## config.mk

```make
export PLATFORM = sky130hd
export DESIGN_NAME = mm_mac
export DESIGN_NICKNAME = d
export VERILOG_FILES = /design/src/design/mm_pkg.sv /design/src/design/mm_mac.sv
export SDC_FILE = /design/constraint.sdc
export NUM_CORES = 2
export LEC_CHECK = 0
export BUFFER_PORTS_ARGS = -buffer_cell sky130_fd_sc_hd__buf_4
export CAP_MARGIN = 5
export CELL_PAD_IN_SITES_DETAIL_PLACEMENT = 0
export CELL_PAD_IN_SITES_GLOBAL_PLACEMENT = 2
export CORE_MARGIN = 4
export CORE_UTILIZATION = 43
export DETAILED_ROUTE_END_ITERATION = 8
export GPL_ROUTABILITY_DRIVEN = 0
export PLACE_DENSITY = 0.82
export SYNTH_ARGS = -nofsm -noshare
export SYNTH_HDL_FRONTEND = slang
export SYNTH_SLANG_ARGS = --single-unit
```

## constraint.sdc

```tcl
create_clock -name clk -period 11.7 [get_ports clk]
set_clock_uncertainty 0.05 [all_clocks]
set_input_delay 2.34 -clock clk [delete_from_list [all_inputs] [get_ports clk]]
set_output_delay 2.34 -clock clk [all_outputs]
set_load 0.1 [all_outputs]
```

## src/design/mm_pkg.sv

```systemverilog
// shared types and constants of the matrix multiply block
package mm_pkg;

  localparam int DIM_W  = 4;   // width of a dimension register
  localparam int IDX_W  = 3;   // width of a row or column tag
  localparam int VAL_W  = 32;  // Q16.16 element width
  localparam int FRAC_W = 16;  // fraction bits of an element
  localparam int PROD_W = 2 * VAL_W;
  localparam int ACC_W  = 68;  // holds up to eight full Q32.32 terms with margin
  localparam int CFG_IDX_W = 2;

  localparam logic [CFG_IDX_W-1:0] CFG_ROWS_A = 2'd0;
  localparam logic [CFG_IDX_W-1:0] CFG_COLS_A = 2'd1;
  localparam logic [CFG_IDX_W-1:0] CFG_ROWS_B = 2'd2;
  localparam logic [CFG_IDX_W-1:0] CFG_COLS_B = 2'd3;

  typedef enum logic [1:0] {
    S_LOAD,
    S_ISSUE,
    S_WAIT,
    S_PUT
  } mm_state_t;

  // tags one term as it moves through the multiply-accumulate pipe
  typedef struct packed {
    logic valid;
    logic first;
    logic last;
  } mac_ctl_t;

endpackage

```

## src/design/mm_mac.sv

```systemverilog
// shared multiply-accumulate unit with rounding and saturation to Q16.16
module mm_mac (
  input  logic                          clk,
  input  logic                          rst_n,
  input  mm_pkg::mac_ctl_t              ctl_i,
  input  logic signed [mm_pkg::VAL_W-1:0] a_i,
  input  logic signed [mm_pkg::VAL_W-1:0] b_i,
  output logic                          done_o,
  output logic signed [mm_pkg::VAL_W-1:0] result_o
);
  import mm_pkg::*;

  mac_ctl_t                 ctl_r;
  logic signed [PROD_W-1:0] prod_r;
  logic signed [ACC_W-1:0]  acc_r;
  logic signed [ACC_W-1:0]  acc_nxt;
  logic                     done_r;
  logic signed [ACC_W-1:0]  rnd;
  logic                     ovf;

  always_ff @(posedge clk) begin
    if (!rst_n) begin
      ctl_r  <= '0;
      done_r <= 1'b0;
    end else begin
      ctl_r  <= ctl_i;
      done_r <= ctl_r.valid && ctl_r.last;
    end
  end

  always_ff @(posedge clk) begin
    prod_r <= PROD_W'(a_i) * PROD_W'(b_i);
    if (ctl_r.valid) begin
      acc_r <= acc_nxt;
    end
  end

  // first term of an element restarts the sum
  assign acc_nxt = (ctl_r.first ? '0 : acc_r) + ACC_W'(prod_r);

  // round half up at the Q32.32 to Q16.16 step, then clip
  assign rnd = acc_r + $signed(ACC_W'(32'd32768));
  assign ovf = !((&rnd[ACC_W-1:FRAC_W+VAL_W-1]) || !(|rnd[ACC_W-1:FRAC_W+VAL_W-1]));

  always_comb begin
    if (ovf) begin
      result_o = rnd[ACC_W-1] ? $signed(32'h8000_0000) : $signed(32'h7FFF_FFFF);
    end else begin
      result_o = rnd[FRAC_W+VAL_W-1:FRAC_W];
    end
  end

  assign done_o = done_r;

endmodule

```

## Yosys cells after proc, flatten, opt, wreduce, memory -nomap -nowiden

Index checks and enable logic that the tools add are counted.

| operators by class | value |
|---|---|
| $add $sub $neg | 2 |
| mux-type cells | 3 |
| multipliers | 1 |
| reductions and logical operators | 5 |

Operator list:

| cell | number |
|---|---|
| $add A68 B17 Y68 const B | 1 |
| $add A68 B68 Y68 | 1 |
| $mux W68 | 1 |
| $mul A32 B32 Y64 | 1 |
| $mux W32 | 2 |
| $reduce_and A21 Y1 | 1 |
| $reduce_or A21 Y1 | 1 |
| $logic_and A1 B1 Y1 | 1 |
| $logic_not A1 Y1 | 1 |
| $logic_or A1 B1 Y1 | 1 |

| word-level totals | value |
|---|---|
| logic and storage cells | 17 |
| output and inout bits | 33 |
| bits in registers | 136 |
| bits of input ports | 69 |

## Depth between registers and ports, before layout

| depth | value |
|---|---|
| word-level depth | 5 |
| depth in mapped cells | 30 |
| gate-level depth less buffers | 28 |

## Least setup slack after synthesis

No wires, ideal clock.

| timing | value |
|---|---|
| path type | input port to flip-flop |
| from | input a_i[31] (netlist bit) |
| to | register prod_r[63] |
| setup slack | 1.752 ns |
| library setup time | 0.125 ns |
| stages | 28 |
| arrival | 9.773 ns |
| cell sequence | clkbuf_1 > nand2_1 > inv_1 > fa_1 > inv_1 > fa_1 > inv_1 > fa_1 > fa_1 > inv_1 > fa_1 > inv_1 > fa_1 > inv_1 > fa_1 > fa_1 > inv_1 > ha_1 > and2_1 > clkbuf_1 > nand2_1 > nor4_1 > nand4_1 > a2111o_1 > nand3_1 > a31o_2 > a221oi_1 > xnor2_1 |

| between the ends | value |
|---|---|
| longest elaborated chain between the ends | 1 |

Ends and longest elaborated chain:

| what | RTL line | source |
|---|---|---|
| start: declaration | mm_mac.sv:6 | `input logic signed [mm_pkg::VAL_W-1:0] a_i,` |
| $mul A32 B32 Y64 | mm_mac.sv:32 | `prod_r <= PROD_W'(a_i) * PROD_W'(b_i);` |
| end signal: assignment | mm_mac.sv:32 |  |
| end: declaration | mm_mac.sv:14 | `logic signed [PROD_W-1:0] prod_r;` |

No other way between the ends.
A chain may end at the register's enable or synchronous reset.

## Worst setup path after layout

Same ends and word-level chain as after synthesis.

==> metrics <==
Post-CTS Resized=0; worst skew pair latency=490 ps; largest net degree at the start of global routing=58; Slew headroom=0.3495; Setup violations, final=0; Chip Width=334.2 um; Global Route Usage Sum=0.2456; fin worst setup slack=1491 ps; area delta synth->final=4.885%; share of cells above drive strength 1=0.03537; initial antenna violation count=5; crit-path max FO=32; Clock Pin Slew Worst Setup and Hold Paths=50 ps; core area=0.1054 mm2; EDFF count, synth=68; Synth async-reset ratio=0; Post-Synth XOR/XNOR Area=0.03332; GRT Residual Overflow=0; top post-synthesis cells by count=1083 x fa_1, 1050 x inv_1, 628 x nand2_1; Final Hold Fails=0; hold depth=1; Cell Count, Final, Fillers Out=6258; First-pass DRT Iterations=5; Min Clock Period, post-route=10210 ps; run status=finished, final reports clean; Area contributors post-synth=fa_1 47%, inv_1 8.6%, and2_1 6.9%, ha_1 6.9%, nand2_1 5.2%; RSZ-0062 raised after global routing=no; DPL Wire Length=100700 um; max-cap violations=0; Routed WL per cell=21.31 um; hold buffers post-CTS=0; number of CTS-inserted buffers=25; FF-to-FF path depth=14; CP Launch Type=input port; PortBufs=101; CTS tree=built; Max Freq=97.95 MHz; post-synth top area share=0.4740; Mapped Area=0.04574 mm2; Final ANT Viol Nets=0; DRT Wirelength=133300 um; Ys Warns=0; worst slew pin tran=975.8 ps; Post-Syn Instances=4982; synthesized-area fraction occupied by adder cells=0.5429; postcts setup bufs=0; average cell area after synthesis=9.182 um2; FF+latch count, synth=136; Avg Vias per Cell=5.227; nets=6261; die area=0.1117 mm2; period utilization=0.8726; Hold Crit Class=reg -> reg; FP Rows=119; crit path kind=in -> reg; placed cells=6221; Compound-Gate Fraction of Synth Area=0.06242; area share of and/or/nand/nor cells after synthesis=0.1703; area leader, netlist=fa_1; count leader, synth=fa_1; worst hold slack=398.5 ps; CTS Buffer Depth=3; critical path data arrival time=10530 ps; Setup crit end kind=flop; CTS root buffer=clkbuf_16; DR DRC count=0; Syn Nets=6386; Synth cell types=74; CTS H-tree lvls=4; Starting Density=0.4339; vias in the first global route=35450; boundary pin count=102; Setup TNS Final=0 ps; prevailing post-synth register cell=edfxtp_1; post-synthesis sequential area ratio=0.07440; die height=334.2 um; first-pass GRT wire length=210600 um; Initial DRC Count=2383; pre-CTS WS=977.0 ps; Req. time, crit path=12020 ps; Final Slew Violations=0; clk sinks=136; routed vias=32710; multiplexer share of the synthesized area=0.007249; largest family of logic cells by synthesized area=adder cells
-- cell usage in the layout (no fill, tap or decap), types with 75 or more instances in the layout --
cell type	count
a21o_1	75
a21oi_1	136
and2_1	505
buf_4	113
fa_1	1083
ha_1	252
inv_1	1050
nand2_1	628
nor2_1	107
nor2b_1	86
o21ai_0	85
xnor2_1	100
-- kinds of logic (layout without fill, tap and decap cells) --
group,count (synthesis),after routing
AND/OR/NAND/NOR,1543,1543
adder cells (fa/ha/maj),1335,1335
buffers and inverters,1315,1196
AO/OA/AOI/OAI,446,446
XOR/XNOR,174,174
flip-flops,136,136
multiplexers,33,33
other,0,4
-- registers in the layout (all words and copies together) (netlist names) --
register,flops
ctl_r,3
acc_r,68
done_o,1
prod_r,64
-- layer usage --
metal | GRT usage | share of wire | routed length (um)
met1 | 0.3561 | 0.46 | 61030
met2 | 0.3797 | 0.44 | 58270
met3 | 0.06310 | 0.090 | 12000
met4 | 0.04055 | 0.015 | 2038
met5 | 0 | 0 | 0
-- final cells by class --
cell class,instances,area [um2]
clock inverter,3,13.76
fill,10400,57440
antenna,4,10.01
multi-input combinational,3531,37340
timing repair buffer,113,848.3
inverter,1050,3941
sequential,136,3406
tap,1391,1740
clock buffer,30,674.4
-- stage by stage --
step / cell area (um2) / util
3_3_place_gp: 47280 / 0.4485
3_5_place_dp: 47280 / 0.4485
6_report: 47980 / 0.4551
4_1_cts: 47970 / 0.4550
2_1_floorplan: 45740 / -
5_1_grt: 47970 / 0.4550
-- final timing paths --
path                 start          to  slack (ps)
setup / recovery   a_i[31]  prod_r[63]        1490
hold / removal    ctl_r[0]      done_o         400
setup reg to reg  ctl_r[1]   acc_r[65]        6350
hold reg to reg   ctl_r[0]      done_o         400
-- critical path, cell delays in order --
cell	delay, ps
buf_4	240
nand2_1	220
inv_1	90
fa_1	550
inv_1	180
fa_1	540
inv_1	130
fa_1	570
fa_1	720
inv_1	420
fa_1	620
inv_1	60
fa_1	530
inv_1	50
fa_1	470
inv_1	50
fa_1	440
ha_1	380
and2_1	260
nand2_1	80
nor4_1	430
nand4_1	150
a2111o_1	370
nand3_1	160
a31o_2	200
a221oi_1	90
xnor2_1	130
Power is not shown: default switching activity piles up to over one toggle a cycle in this logic, so the estimate is an artifact.
